**src/hdl/wpse_pkg.sv**
```systemverilog
// Shared types, constants and the tangent table of the WS2812 slot encoder.
package wpse_pkg;

  localparam int ChanW    = 8;
  localparam int WordW    = 3 * ChanW;
  localparam int DutyW    = 6;
  localparam int GapW     = 7;
  localparam int BrightW  = 6;
  localparam int TanW     = 17;
  localparam int CfgIdxW  = 3;
  localparam int CfgDataW = 7;

  localparam int QueueDepth = 2;

  localparam logic [BrightW-1:0] BrightMax   = 6'd45;
  localparam logic [BrightW-1:0] BrightReset = 6'd40;
  localparam logic [DutyW-1:0]   DutyOneReset  = 6'd60;
  localparam logic [DutyW-1:0]   DutyZeroReset = 6'd30;
  localparam logic [GapW-1:0]    GapMin   = 7'd1;
  localparam logic [GapW-1:0]    GapMax   = 7'd64;
  localparam logic [GapW-1:0]    GapReset = 7'd50;
  localparam logic [GapW-1:0]    PixelSlots = 7'd24;

  // Register indexes on the configuration port
  localparam logic [CfgIdxW-1:0] RegBrightness = 3'd0;
  localparam logic [CfgIdxW-1:0] RegDutyOne    = 3'd1;
  localparam logic [CfgIdxW-1:0] RegDutyZero   = 3'd2;
  localparam logic [CfgIdxW-1:0] RegResetSlots = 3'd3;

  // One classified item waiting for the serializer
  typedef struct packed {
    logic             gap;   // frame end: emit latch gap
    logic [WordW-1:0] word;  // green, red, blue, MSB first
  } item_t;

  // Slot settings seen by the serializer
  typedef struct packed {
    logic [DutyW-1:0] duty_one;
    logic [DutyW-1:0] duty_zero;
    logic [GapW-1:0]  reset_slots;
  } cfg_t;

  // tan(b degrees) in Q1.16, rounded
  function automatic logic [TanW-1:0] tan_q16(input logic [BrightW-1:0] b);
    logic [TanW-1:0] t;
    case (b)
      6'd0:  t = 17'd0;     6'd1:  t = 17'd1144;  6'd2:  t = 17'd2289;
      6'd3:  t = 17'd3435;  6'd4:  t = 17'd4583;  6'd5:  t = 17'd5734;
      6'd6:  t = 17'd6888;  6'd7:  t = 17'd8047;  6'd8:  t = 17'd9210;
      6'd9:  t = 17'd10380; 6'd10: t = 17'd11556; 6'd11: t = 17'd12739;
      6'd12: t = 17'd13930; 6'd13: t = 17'd15130; 6'd14: t = 17'd16340;
      6'd15: t = 17'd17560; 6'd16: t = 17'd18792; 6'd17: t = 17'd20036;
      6'd18: t = 17'd21294; 6'd19: t = 17'd22566; 6'd20: t = 17'd23853;
      6'd21: t = 17'd25157; 6'd22: t = 17'd26478; 6'd23: t = 17'd27818;
      6'd24: t = 17'd29179; 6'd25: t = 17'd30560; 6'd26: t = 17'd31964;
      6'd27: t = 17'd33392; 6'd28: t = 17'd34846; 6'd29: t = 17'd36327;
      6'd30: t = 17'd37837; 6'd31: t = 17'd39378; 6'd32: t = 17'd40951;
      6'd33: t = 17'd42560; 6'd34: t = 17'd44205; 6'd35: t = 17'd45889;
      6'd36: t = 17'd47615; 6'd37: t = 17'd49385; 6'd38: t = 17'd51202;
      6'd39: t = 17'd53070; 6'd40: t = 17'd54991; 6'd41: t = 17'd56970;
      6'd42: t = 17'd59009; 6'd43: t = 17'd61113; 6'd44: t = 17'd63287;
      6'd45: t = 17'd65536;
      default: t = 17'd65536;
    endcase
    return t;
  endfunction

endpackage

```
**src/hdl/wpse_front.sv**
```systemverilog
// Intake: accepts items, scales pixel channels and packs the GRB word.
module wpse_front (
  input  logic                             s_tvalid,
  output logic                             s_tready,
  input  logic [wpse_pkg::WordW-1:0]       s_tdata,
  input  logic                             s_tuser,
  input  logic [wpse_pkg::BrightW-1:0]     brightness,
  input  logic                             q_full,
  output logic                             q_push,
  output wpse_pkg::item_t                  q_item
);

  localparam int ProdW = wpse_pkg::ChanW + wpse_pkg::TanW;

  logic [wpse_pkg::TanW-1:0]  factor;
  logic [wpse_pkg::ChanW-1:0] red, green, blue;
  logic [ProdW-1:0]           prod_r, prod_g, prod_b;

  // Take an item whenever the queue has room
  assign s_tready = !q_full;
  assign q_push   = s_tvalid && !q_full;

  assign red    = s_tdata[7:0];
  assign green  = s_tdata[15:8];
  assign blue   = s_tdata[23:16];
  assign factor = wpse_pkg::tan_q16(brightness);

  // Scale each channel by the Q1.16 factor and truncate
  assign prod_r = {{wpse_pkg::TanW{1'b0}}, red}   * {{wpse_pkg::ChanW{1'b0}}, factor};
  assign prod_g = {{wpse_pkg::TanW{1'b0}}, green} * {{wpse_pkg::ChanW{1'b0}}, factor};
  assign prod_b = {{wpse_pkg::TanW{1'b0}}, blue}  * {{wpse_pkg::ChanW{1'b0}}, factor};

  // Pack green, red, blue; the queue entry registers the products
  always_comb begin
    q_item.gap  = s_tuser;
    q_item.word = {prod_g[23:16], prod_r[23:16], prod_b[23:16]};
  end

endmodule

```
**src/hdl/wpse_queue.sv**
```systemverilog
// Short item queue between intake and serializer.
module wpse_queue #(
  parameter int Depth = wpse_pkg::QueueDepth
) (
  input  logic            clk,
  input  logic            rst,
  input  logic            push,
  input  wpse_pkg::item_t push_item,
  output logic            full,
  input  logic            pop,
  output logic            valid,
  output wpse_pkg::item_t head
);

  localparam int PtrW = (Depth > 1) ? $clog2(Depth) : 1;
  localparam int CntW = $clog2(Depth + 1);

  wpse_pkg::item_t entries [Depth];
  logic [PtrW-1:0] wr_ptr, rd_ptr;
  logic [CntW-1:0] count;

  assign full  = (count == CntW'(Depth));
  assign valid = (count != '0);
  assign head  = entries[rd_ptr];

  // Store pushed items
  always_ff @(posedge clk) begin
    if (push) begin
      entries[wr_ptr] <= push_item;
    end
  end

  // Advance pointers and fill count
  always_ff @(posedge clk) begin
    if (rst) begin
      wr_ptr <= '0;
      rd_ptr <= '0;
      count  <= '0;
    end else begin
      if (push) begin
        wr_ptr <= (wr_ptr == PtrW'(Depth - 1)) ? '0 : wr_ptr + 1'b1;
      end
      if (pop) begin
        rd_ptr <= (rd_ptr == PtrW'(Depth - 1)) ? '0 : rd_ptr + 1'b1;
      end
      case ({push, pop})
        2'b10:   count <= count + 1'b1;
        2'b01:   count <= count - 1'b1;
        default: count <= count;
      endcase
    end
  end

endmodule

```
**src/hdl/wpse_back.sv**
```systemverilog
// Serializer: turns queued items into one duty slot per cycle while the output is not stalled.
module wpse_back (
  input  logic                        clk,
  input  logic                        rst,
  input  wpse_pkg::cfg_t              cfg,
  input  logic                        q_valid,
  input  wpse_pkg::item_t             q_head,
  output logic                        q_pop,
  output logic                        m_tvalid,
  input  logic                        m_tready,
  output logic [7:0]                  m_tdata,
  output logic                        m_tlast
);

  logic                        busy, busy_next;
  logic                        gap;
  logic [wpse_pkg::WordW-1:0]  word, word_next;
  logic [wpse_pkg::GapW-1:0]   cnt, cnt_next;
  logic [wpse_pkg::DutyW-1:0]  duty, duty_next;
  logic                        cur_gap;
  logic                        out_free, emit;

  assign out_free = !m_tvalid || m_tready;
  assign q_pop    = out_free && !busy && q_valid;
  assign emit     = out_free && (busy || q_valid);

  // Pick the running item, or start the head item in the same cycle
  always_comb begin
    if (busy) begin
      cur_gap   = gap;
      word_next = word;
      cnt_next  = cnt;
    end else begin
      cur_gap   = q_head.gap;
      word_next = q_head.word;
      cnt_next  = q_head.gap ? cfg.reset_slots : wpse_pkg::PixelSlots;
    end
    if (cur_gap) begin
      duty_next = '0;
    end else begin
      duty_next = word_next[wpse_pkg::WordW-1] ? cfg.duty_one : cfg.duty_zero;
    end
    busy_next = (cnt_next != wpse_pkg::GapW'(1));
  end

  // Advance one slot per output transfer
  always_ff @(posedge clk) begin
    if (rst) begin
      busy     <= 1'b0;
      m_tvalid <= 1'b0;
    end else begin
      if (emit) begin
        busy     <= busy_next;
        m_tvalid <= 1'b1;
      end else if (m_tready) begin
        m_tvalid <= 1'b0;
      end
    end
  end

  // Hold slot payload and remaining work
  always_ff @(posedge clk) begin
    if (emit) begin
      gap     <= cur_gap;
      word    <= {word_next[wpse_pkg::WordW-2:0], 1'b0};
      cnt     <= cnt_next - 1'b1;
      duty    <= duty_next;
      m_tlast <= !busy_next;
    end
  end

  assign m_tdata = {2'b00, duty};

endmodule

```
**src/hdl/ws2812_pwm_slot_encoder.sv**
```systemverilog
// Top level of the WS2812 PWM slot encoder: configuration registers and wiring.
// Each pixel item (tuser low) is scaled by tan(brightness) and sent as 24 duty
// slots, green first, MSB first; a frame-end item (tuser high) sends reset_slots
// slots of duty 0. The serializer emits one slot per cycle while the output is not
// stalled, with no gap between items; the intake accepts items at once while the
// queue of QUEUE_DEPTH items has room. The first slot of an item is presented at
// the edge that takes it from the queue, so an item reaching an idle serializer
// passes the queue entry and then the output register before its first slot
// shows. m_tlast marks the final slot of each item.
// Configuration writes are always taken and belong to idle periods.
module ws2812_pwm_slot_encoder #(
  parameter int QUEUE_DEPTH = wpse_pkg::QueueDepth
) (
  input  logic                          clk,
  input  logic                          rst,
  input  logic                          s_tvalid,
  output logic                          s_tready,
  input  logic [23:0]                   s_tdata,   // red[7:0], green[15:8], blue[23:16]
  input  logic                          s_tuser,   // action
  output logic                          m_tvalid,
  input  logic                          m_tready,
  output logic [7:0]                    m_tdata,   // duty[5:0], zero[7:6]
  output logic                          m_tlast,
  input  logic                          cfg_valid,
  output logic                          cfg_ready,
  input  logic [wpse_pkg::CfgIdxW-1:0]  cfg_index,
  input  logic [wpse_pkg::CfgDataW-1:0] cfg_data
);

  logic [wpse_pkg::BrightW-1:0] brightness;
  wpse_pkg::cfg_t               cfg;
  logic                         cfg_we;
  logic [wpse_pkg::GapW-1:0]    gap_req;
  logic                         q_push, q_pop, q_full, q_valid;
  wpse_pkg::item_t              q_item, q_head;

  assign cfg_ready = 1'b1;
  assign cfg_we    = cfg_valid && cfg_ready;
  assign gap_req   = cfg_data;

  // Write configuration registers; brightness and latch gap saturate to their ranges, duties keep the low six bits
  always_ff @(posedge clk) begin
    if (rst) begin
      brightness      <= wpse_pkg::BrightReset;
      cfg.duty_one    <= wpse_pkg::DutyOneReset;
      cfg.duty_zero   <= wpse_pkg::DutyZeroReset;
      cfg.reset_slots <= wpse_pkg::GapReset;
    end else if (cfg_we) begin
      case (cfg_index)
        wpse_pkg::RegBrightness: begin
          brightness <= (cfg_data[5:0] > wpse_pkg::BrightMax) ?
                        wpse_pkg::BrightMax : cfg_data[5:0];
        end
        wpse_pkg::RegDutyOne:  cfg.duty_one  <= cfg_data[5:0];
        wpse_pkg::RegDutyZero: cfg.duty_zero <= cfg_data[5:0];
        wpse_pkg::RegResetSlots: begin
          if (gap_req < wpse_pkg::GapMin) begin
            cfg.reset_slots <= wpse_pkg::GapMin;
          end else if (gap_req > wpse_pkg::GapMax) begin
            cfg.reset_slots <= wpse_pkg::GapMax;
          end else begin
            cfg.reset_slots <= gap_req;
          end
        end
        default: ;
      endcase
    end
  end

  wpse_front u_front (
    .s_tvalid   (s_tvalid),
    .s_tready   (s_tready),
    .s_tdata    (s_tdata),
    .s_tuser    (s_tuser),
    .brightness (brightness),
    .q_full     (q_full),
    .q_push     (q_push),
    .q_item     (q_item)
  );

  wpse_queue #(
    .Depth (QUEUE_DEPTH)
  ) u_queue (
    .clk       (clk),
    .rst       (rst),
    .push      (q_push),
    .push_item (q_item),
    .full      (q_full),
    .pop       (q_pop),
    .valid     (q_valid),
    .head      (q_head)
  );

  wpse_back u_back (
    .clk      (clk),
    .rst      (rst),
    .cfg      (cfg),
    .q_valid  (q_valid),
    .q_head   (q_head),
    .q_pop    (q_pop),
    .m_tvalid (m_tvalid),
    .m_tready (m_tready),
    .m_tdata  (m_tdata),
    .m_tlast  (m_tlast)
  );

endmodule

```
**config.mk**
```make
export PLATFORM = sky130hd
export DESIGN_NAME = ws2812_pwm_slot_encoder
export DESIGN_NICKNAME = d
export VERILOG_FILES = /design/src/hdl/wpse_pkg.sv /design/src/hdl/wpse_front.sv /design/src/hdl/wpse_queue.sv /design/src/hdl/wpse_back.sv /design/src/hdl/ws2812_pwm_slot_encoder.sv
export SDC_FILE = /design/constraint.sdc
export NUM_CORES = 1
export LEC_CHECK = 0
export BUFFER_PORTS_ARGS = -buffer_cell sky130_fd_sc_hd__buf_2
export CAP_MARGIN = 20
export CELL_PAD_IN_SITES_DETAIL_PLACEMENT = 0
export CELL_PAD_IN_SITES_GLOBAL_PLACEMENT = 1
export CORE_MARGIN = 4
export CORE_UTILIZATION = 56
export CTS_BUF_LIST = sky130_fd_sc_hd__clkbuf_4 sky130_fd_sc_hd__clkbuf_8
export CTS_CLUSTER_DIAMETER = 100
export DETAILED_ROUTE_END_ITERATION = 6
export PLACE_DENSITY_LB_ADDON = 0.1
export SYNTH_ARGS = -nofsm -noshare
export SYNTH_HDL_FRONTEND = slang
export SYNTH_SLANG_ARGS = --single-unit
```
**constraint.sdc**
```tcl
create_clock -name clk -period 9.47 [get_ports clk]
set_input_delay 1.894 -clock clk [delete_from_list [all_inputs] [get_ports clk]]
set_output_delay 1.894 -clock clk [all_outputs]
set_load 0.05 [all_outputs]
```
# Word-level counts from Yosys, hierarchy flattened
# Memories as Yosys holds them, arrays and structs flattened. A register that Yosys moved wholly into a read port is not among the register bits.
# Index checks and enable logic that the tools add are counted.
# Widths: inputs -> output; s select.
# totals
rom_bits	1088
mem_count	2
in_bits	40
elab_cells	72
output_inout_bits	12
regBits	69
ram_bits	50
# op_classes
n_reduce_logical	18
n_lt_le_gt_ge	3
n_mul	3
addsub	5
n_mux	19
eq_ne	7
# memory_table
memory	depth	width	read_ports	rd_clocked_by_memory_dff	wr	line_no	rtl
(no name shown)	64	17	1	1	0	wpse_pkg.sv:46	case (b)
u_queue.entries	2	25	1	1	1	wpse_queue.sv:18	wpse_pkg::item_t entries [Depth];
# ops
cell	n
$mul 8x17->24	3
$mux 7	4
$mux 24	1
$mux 6	4
$mux 1	9
$reduce_and 2->1	4
$gt 7x7->1 const B	1
$lt 7x1->1 const B	1
$ne 7x1->1 const B	1
$sub 7x1->7 const B	1
$eq 3x2->1 const B	2
$gt 6x6->1 const B	1
$reduce_bool 2->1	3
$eq 2x2->1 const B	2
$logic_and 1x1->1	4
$logic_not 1->1	4
$pmux 2 s2	1
$eq 3x1->1 const B	1
$logic_not 3->1	1
$add 1x1->1 const B	2
$add 2x1->2 const B	1
$eq 2x1->1 const B	1
$logic_or 1x1->1	2
$sub 2x1->2 const B	1

# Depth between registers and ports, before layout
# Gate-level depths: netlist of the first run.
# depth
ltp_word	6
ltp_mapped	19
mapped_depth_nobuf	17

# Modules after synthesis
# From an unflattened synthesis of the first run, not the netlist that was laid out.
# unflattened
cells_unflattened	1902
area_unflattened_um2	18096.1
# modules_own_cells
module	n_inst	area_per_inst_um2	cells_each	seq_area_each_um2
wpse_front	1	13207.7	1572	0.0
wpse_queue	1	2005.7	100	1601.5
wpse_back	1	1890.6	126	1181.1
ws2812_pwm_slot_encoder	1	992.2	104	500.5

# Worst setup path after synthesis of the first run
# No wires, ideal clock.
# synth_path
path_kind	input port to flip-flop
start	input s_tdata[18]
end	memory u_queue.entries[0][7] in the netlist's numbering, data pin
arrival_time_ps	5746
setup_ps	264
setup_slack_ps	3460
required_ps	9206
cell_stages	17
cell_sequence	clkbuf_1 nand2_1 fa_1 fa_1 inv_1 fa_1 inv_1 fa_1 inv_1 ha_1 and4_1 and3_1 nand3_1 o211a_1 o31ai_1 a21oi_1 xnor2_1
# synth_rtl
item	line_no	rtl
start, declared	ws2812_pwm_slot_encoder.sv:18	input logic [23:0] s_tdata,
end, declared	wpse_queue.sv:18	

==> flow_summary.toml, run 1 <==
[cts]
numClockSinks = 137
clock_latency_ns = 0.48
cts_buffer_depth = 2
cts_tree = "built"
post_cts_buffers = 0
cts_hold_buf = 0
htreeDepth = 4
cts_inserted_buffers = 17
ctsResizeCount = 0
cts_root_buffer = "clkbuf_8"
clk_pin_slew_worst_paths_ns = 0.09

[run_status]
status = "finished clean"

[placed_design]
portBuffers = 48
gp_congestion = 0.880
dp.final_hpwl_um = 29000
placed_cell_area_um2 = 18300

[sta]
finalCritPeriodShare = 0.645
hold_viol_final = 0
max_slew.worst_pin.slew_ns = 1.05
setup-violations-final = 0
period_minus_slack_ns = 6.10
max-slew-margin-rel = 0.297
setup_tns_ns = 0
whs_ns = 0.481
max_freq_mhz = 164
slew_viol_final = 0
clock_skew_ns = 0.0286
rsz0062_at_grt = "no"

[routing]
vias = 12600
wl_per_cell_um = 17.0
final_antenna_net_count = 0
drt_iter0_drc = 646
wl_um = 38800
first_pass_iters = 5
drc_errors = 0
via_per_inst = 5.52

[die]
die_x_um = 186
initial_core_util = 0.566
die_h_um = 186
ios = 52
coreArea_um2 = 31500
rows = 65
dieArea_um2 = 34800

[worst_setup_path]
cp.arrival_ns = 6.30
cp-start-kind = "primary input"
crit_type = "primary input to flop"
crit_path_start = "s_tdata[18]"
cp.required_ns = 9.67
path_max_fanout = 17
end_kind = "flop"
r2r-start = "u_front.factor[5]"

[synth]
ys_types = 69
async_flop_share = 0
ys_warn_count = 0
ys.flop_type = "edfxtp_1"
ys_seq_elements = 137
synth_cells = 1881
syn_area_per_cell_um2 = 9.48
syn_area_um2 = 17800
yosysSeqAreaShare = 0.203
synth_enable_flop_cells = 88

[worst_hold_path]
hp-start = "cfg[5]"
hold_class = "flop to flop"

[finish]
drive_gt1_frac = 0.0610
postLayoutCoreUtil = 0.596
diodes = 0
area_delta_synth_final_pct = 5.29
fin_area_um2 = 18800
final-seq-area_um2 = 3620
fill_cells = 2787
multi_input_area_um2 = 12700
nNetsFinal = 2311

[power_and_ir_drop]
cellPowerDensity_nw_per_um2 = 275
p_total_mw = 5.16
p_leak_nw = 8.66
vdd_drop_max_v = 0.000189

[global_routing]
grt_pass1_wl_um = 66300
grt_max_degree = 65
track_usage = 0.231
grt_pass1_vias = 13500
grt-ovfl-total = 0
antenna_found_initial = 0

[run]
cap_violations = 0
path summary, 6_finish.rpt:
kind | end | slack, ns | depth (start not counted)
min | cfg[5] | 0.48 | 1
max | u_queue.entries[0][7] | 3.37 | 17
max reg2reg | u_queue.entries[0][7] | 4.03 | 16
min reg2reg | cfg[5] | 0.48 | 1
logic make-up after synthesis:
logic type	after synthesis	share of synthesized area
buf+inv	397	0.0854
other cells	2	0.000421
xor+xnor	44	0.0216
mux	41	0.0234
fa+ha+maj	398	0.390
flops	137	0.203
simple gates	627	0.190
compound gates	235	0.0853
sequential cells by signal, summed over array words and instances, names as in the netlist, 2 cells and up, named ones only:
register / count
u_front.factor: 17
brightness: 6
u_back.duty: 6
u_queue.count: 2
u_queue.entries: 50
u_back.word: 23
cfg: 19
u_back.cnt: 7
stage by stage:
| step | worst slack, ns | std cells |
|---|---|---|
| after floorplan | 3.46 | 1882 |
| after global placement | 2.93 | 2255 |
| after detailed placement | 2.89 | 2256 |
| after CTS | 3.36 | 2288 |
| after global routing | 3.09 | 2288 |
| final | 3.37 | 2288 |
metal layers:
metal | track usage | wire length (um)
met4 | 0.0745 | 1090
met5 | 0 | 0
met3 | 0.0254 | 1180
met2 | 0.415 | 20000
met1 | 0.294 | 16500
critical path, cell delays in order:
cell,delay (ns)
buf_2,0.29
nand2_1,0.13
fa_1,0.54
fa_1,0.55
inv_1,0.05
fa_1,0.47
inv_1,0.05
fa_1,0.48
inv_1,0.05
ha_1,0.26
and4_1,0.21
and3_1,0.16
nand3_1,0.07
o211a_1,0.30
o31ai_1,0.47
a21oi_1,0.15
xnor2_1,0.16
cells in the final DEF (no fill, tap or decap), types with 3 or more instances in the layout:
master | synthesis | final
o211ai_1 | 15 | 15
o221ai_1 | 6 | 6
o22ai_1 | 5 | 5
and2_1 | 329 | 329
o21ai_0 | 56 | 56
inv_6 | 0 | 5
a21oi_1 | 59 | 59
o21a_1 | 8 | 8
buf_2 | 9 | 48
a22oi_1 | 5 | 5
buf_4 | 5 | 15
o31ai_1 | 6 | 6
inv_1 | 302 | 302
a211oi_1 | 5 | 5
a31oi_1 | 6 | 6
nand2_1 | 147 | 147
o21ai_1 | 6 | 6
a211o_1 | 15 | 15
mux2i_1 | 38 | 38
nor2_1 | 64 | 62
ha_1 | 134 | 134
a21o_1 | 12 | 12
nand3_1 | 23 | 23
conb_1 | 2 | 3
a22o_1 | 3 | 3
inv_8 | 0 | 5
xor2_1 | 18 | 18
edfxtp_1 | 88 | 88
clkbuf_8 | 0 | 17
nand2b_1 | 7 | 7
o21bai_1 | 6 | 6
xnor2_1 | 26 | 26
nor3_1 | 17 | 17
fa_1 | 264 | 264
dfxtp_1 | 49 | 48
and3_1 | 5 | 5
nor2b_1 | 15 | 15
final cells by class:
class,count,area share
multi-input cells,1348,0.676
clock buffers,17,0.0125
clock inverters,15,0.0103
repair buffers,64,0.0199
well taps,402,0.0268
inverters,305,0.0611
flip-flops and latches,137,0.193
cell usage after synthesis (all sizes together) (3+ instances only):
cell | number | area share
and2 | 329 | 0.12
o21ai | 65 | 0.019
nand2b | 7 | 0.0025
o21bai | 6 | 0.0025
o31ai | 6 | 0.0025
ha | 134 | 0.094
o211ai | 15 | 0.0063
a31oi | 6 | 0.0021
fa | 264 | 0.30
clkbuf | 74 | 0.016
a22o | 3 | 0.0015
a211o | 15 | 0.0074
and3 | 5 | 0.0018
buf | 18 | 0.0055
xnor2 | 26 | 0.013
nor2 | 65 | 0.014
mux2i | 38 | 0.021
edfxtp | 88 | 0.15
a22oi | 5 | 0.0021
nand3 | 23 | 0.0065
nor2b | 15 | 0.0053
o22ai | 5 | 0.0018
o21a | 8 | 0.0034
a211oi | 5 | 0.0021
mux2 | 3 | 0.0021
xor2 | 18 | 0.0088
a21o | 12 | 0.0051
dfxtp | 49 | 0.055
o221ai | 6 | 0.0029
a21oi | 61 | 0.018
nor3 | 17 | 0.0048
nand2 | 148 | 0.031
inv | 305 | 0.064
report_power, final:
group	switching [mW]	leakage, nW	total (mW)	internal [mW]
logic	2.04	7.20	3.47	1.42
registers	0.0795	1.24	1.18	1.10
clock network	0.274	0.219	0.523	0.250
total	2.39	8.66	5.16	2.77
No activity file was read; power rests on OpenSTA's default activity.
==> inputs of run 2 (changes only) <==
--- a/config.mk
+++ b/config.mk
@@ -10,7 +10,7 @@
 export CELL_PAD_IN_SITES_DETAIL_PLACEMENT = 0
 export CELL_PAD_IN_SITES_GLOBAL_PLACEMENT = 1
 export CORE_MARGIN = 4
-export CORE_UTILIZATION = 56
+export CORE_UTILIZATION = 52
 export CTS_BUF_LIST = sky130_fd_sc_hd__clkbuf_4 sky130_fd_sc_hd__clkbuf_8
 export CTS_CLUSTER_DIAMETER = 100
 export DETAILED_ROUTE_END_ITERATION = 6
==> constraint.sdc (replaced) <==
create_clock -name clk -period 6.2 [get_ports clk]
set_input_delay 1.24 -clock clk [delete_from_list [all_inputs] [get_ports clk]]
set_output_delay 1.24 -clock clk [all_outputs]
set_load 0.05 [all_outputs]
==> run 2 against run 1 <==
First-iteration DRC count is 5.3% higher. Core utilization is 3.7 points lower. Power is 52% higher. Final cell count is 2.4% higher. Setup slack worse by 2.5 ns. Final area is 0.51% higher. Register-to-register slack worse by 3.2 ns. Flip-flop and latch count stayed put. Critical path type unchanged. Largest cell class unchanged. Highest routed layer unchanged.
==> flow_summary.toml, run 2 (synthesized netlist as in run 1, its figures left out) <==
[cts]
cts_root_buffer = "clkbuf_8"
cts_buffer_depth = 2
cts_tree = "built"
clock_latency_ns = 0.44
cts_hold_buf = 0
ctsResizeCount = 0
clk_pin_slew_worst_paths_ns = 0.08
htreeDepth = 4
post_cts_buffers = 0
cts_inserted_buffers = 17
numClockSinks = 137

[worst_setup_path]
r2r_cells = 16
rr_endpoint = "u_queue.entries[0][4]"
r2r-start = "u_front.factor[5]"
path_max_fanout = 17
cp.arrival_ns = 5.55
crit_type = "primary input to flop"
cp.required_ns = 6.37
end_kind = "flop"
cp-start-kind = "primary input"
r2r_slack_ns = 0.83

[die]
die_x_um = 193
ios = 52
coreArea_um2 = 33700
rows = 67
initial_core_util = 0.529
die_h_um = 193
dieArea_um2 = 37300

[finish]
nNetsFinal = 2320
reg.largest.list = "u_queue.entries x50, u_back.word x23, cfg x19"
drive_gt1_frac = 0.0649
final_cell_mix = "and2_1 (329), inv_1 (302), fa_1 (264)"
mostFrequentLayoutCell = "and2_1"
top_register = "u_queue.entries"
stdcell_count = 2344
area_delta_synth_final_pct = 5.83
largest_reg_flops = 50

[sta]
rsz0062_at_grt = "no"
max-slew-margin-rel = 0.281
period_minus_slack_ns = 5.38
finalCritPeriodShare = 0.867
setup_slack_ns = 0.824
clock_skew_ns = 0.0105
max_slew.worst_pin.slew_ns = 1.08
slew_viol_final = 0
setup-violations-final = 0
hold_viol_final = 0
setup_tns_ns = 0
max_freq_mhz = 186

[routing]
via_per_inst = 5.40
vias = 12700
final_antenna_net_count = 0
wl_per_cell_um = 17.8
first_pass_iters = 6
drt_iter0_drc = 680
drc_errors = 0
wl_um = 41700

[worst_hold_path]
hold_class = "flop to flop"
hold_depth = 1
hp-start = "cfg[4]"
whs_endpoint = "cfg[4]"

[global_routing]
grt_pass1_vias = 13200
grt-ovfl-total = 0
grt_max_degree = 65
grt_pass1_wl_um = 68500
antenna_found_initial = 1
track_usage = 0.232

[power_and_ir_drop]
p_total_mw = 7.86
cellPowerDensity_nw_per_um2 = 417
vdd_drop_max_v = 0.000300
p_leak_nw = 8.67

[placed_design]
portBuffers = 48
dp.final_hpwl_um = 30900
dp_cells = 2310
pre_cts_slack_ns = 0.332
gp_congestion = 0.854

[run]
cap_violations = 0

[run_status]
status = "finished clean"
## run 2: metal layers
layer	track usage	vias up	wire length, um
met5	0	-	0
met1	0.316	6384	18200
met4	0.0496	0	661
li1	-	5955	-
met2	0.396	278	21000
met3	0.0346	45	1880
## run 2: stage by stage
step	area [um^2]	util	hold WS, ns
2_1_floorplan	17800	-	0.436
3_3_place_gp	18500	0.547	0.451
3_5_place_dp	18500	0.547	0.474
4_1_cts	18900	0.559	0.494
5_1_grt	18900	0.560	0.537
6_report	18900	0.560	0.491
## run 2: area by class of cell
class,instances,area [um^2]
fill,3109,14800
multi-input combinational,1348,12700
sequential,137,3620
inverter,305,1150
tap,448,561
timing repair buffer,73,435
clock buffer,17,234
clock inverter,15,168
antenna,1,2.50
## run 2: power by group
part / switching (mW) / internal [mW]
logic: 3.10 / 2.16
registers: 0.182 / 1.68
clock network: 0.380 / 0.366
## run 2: worst max-delay path by stage
stage | from | endpoint | slack, ns | cells after the start
6_report | s_tdata[3] | u_queue.entries[0][15] | 0.82 | 16
5_1_grt | u_front.factor[2] | u_queue.entries[1][15] | 0.57 | 16
4_1_cts | u_front.factor[13] | u_queue.entries[1][5] | 0.81 | 14
3_5_place_dp | s_tdata[3] | u_queue.entries[1][15] | 0.33 | 16
3_3_place_gp | s_tdata[3] | u_queue.entries[1][15] | 0.43 | 16
2_1_floorplan | s_tdata[18] | u_queue.entries[0][7] | 0.84 | 17
## run 2: critical path, stage by stage
cell	delay, ns
buf_2	0.30
and2_1	0.21
fa_1	0.44
fa_1	0.50
fa_1	0.49
inv_1	0.05
fa_1	0.47
inv_1	0.04
ha_1	0.31
nand4_1	0.16
o22ai_1	0.15
a211oi_1	0.09
a211o_1	0.35
nand3_1	0.14
nand2_1	0.10
o311ai_0	0.49
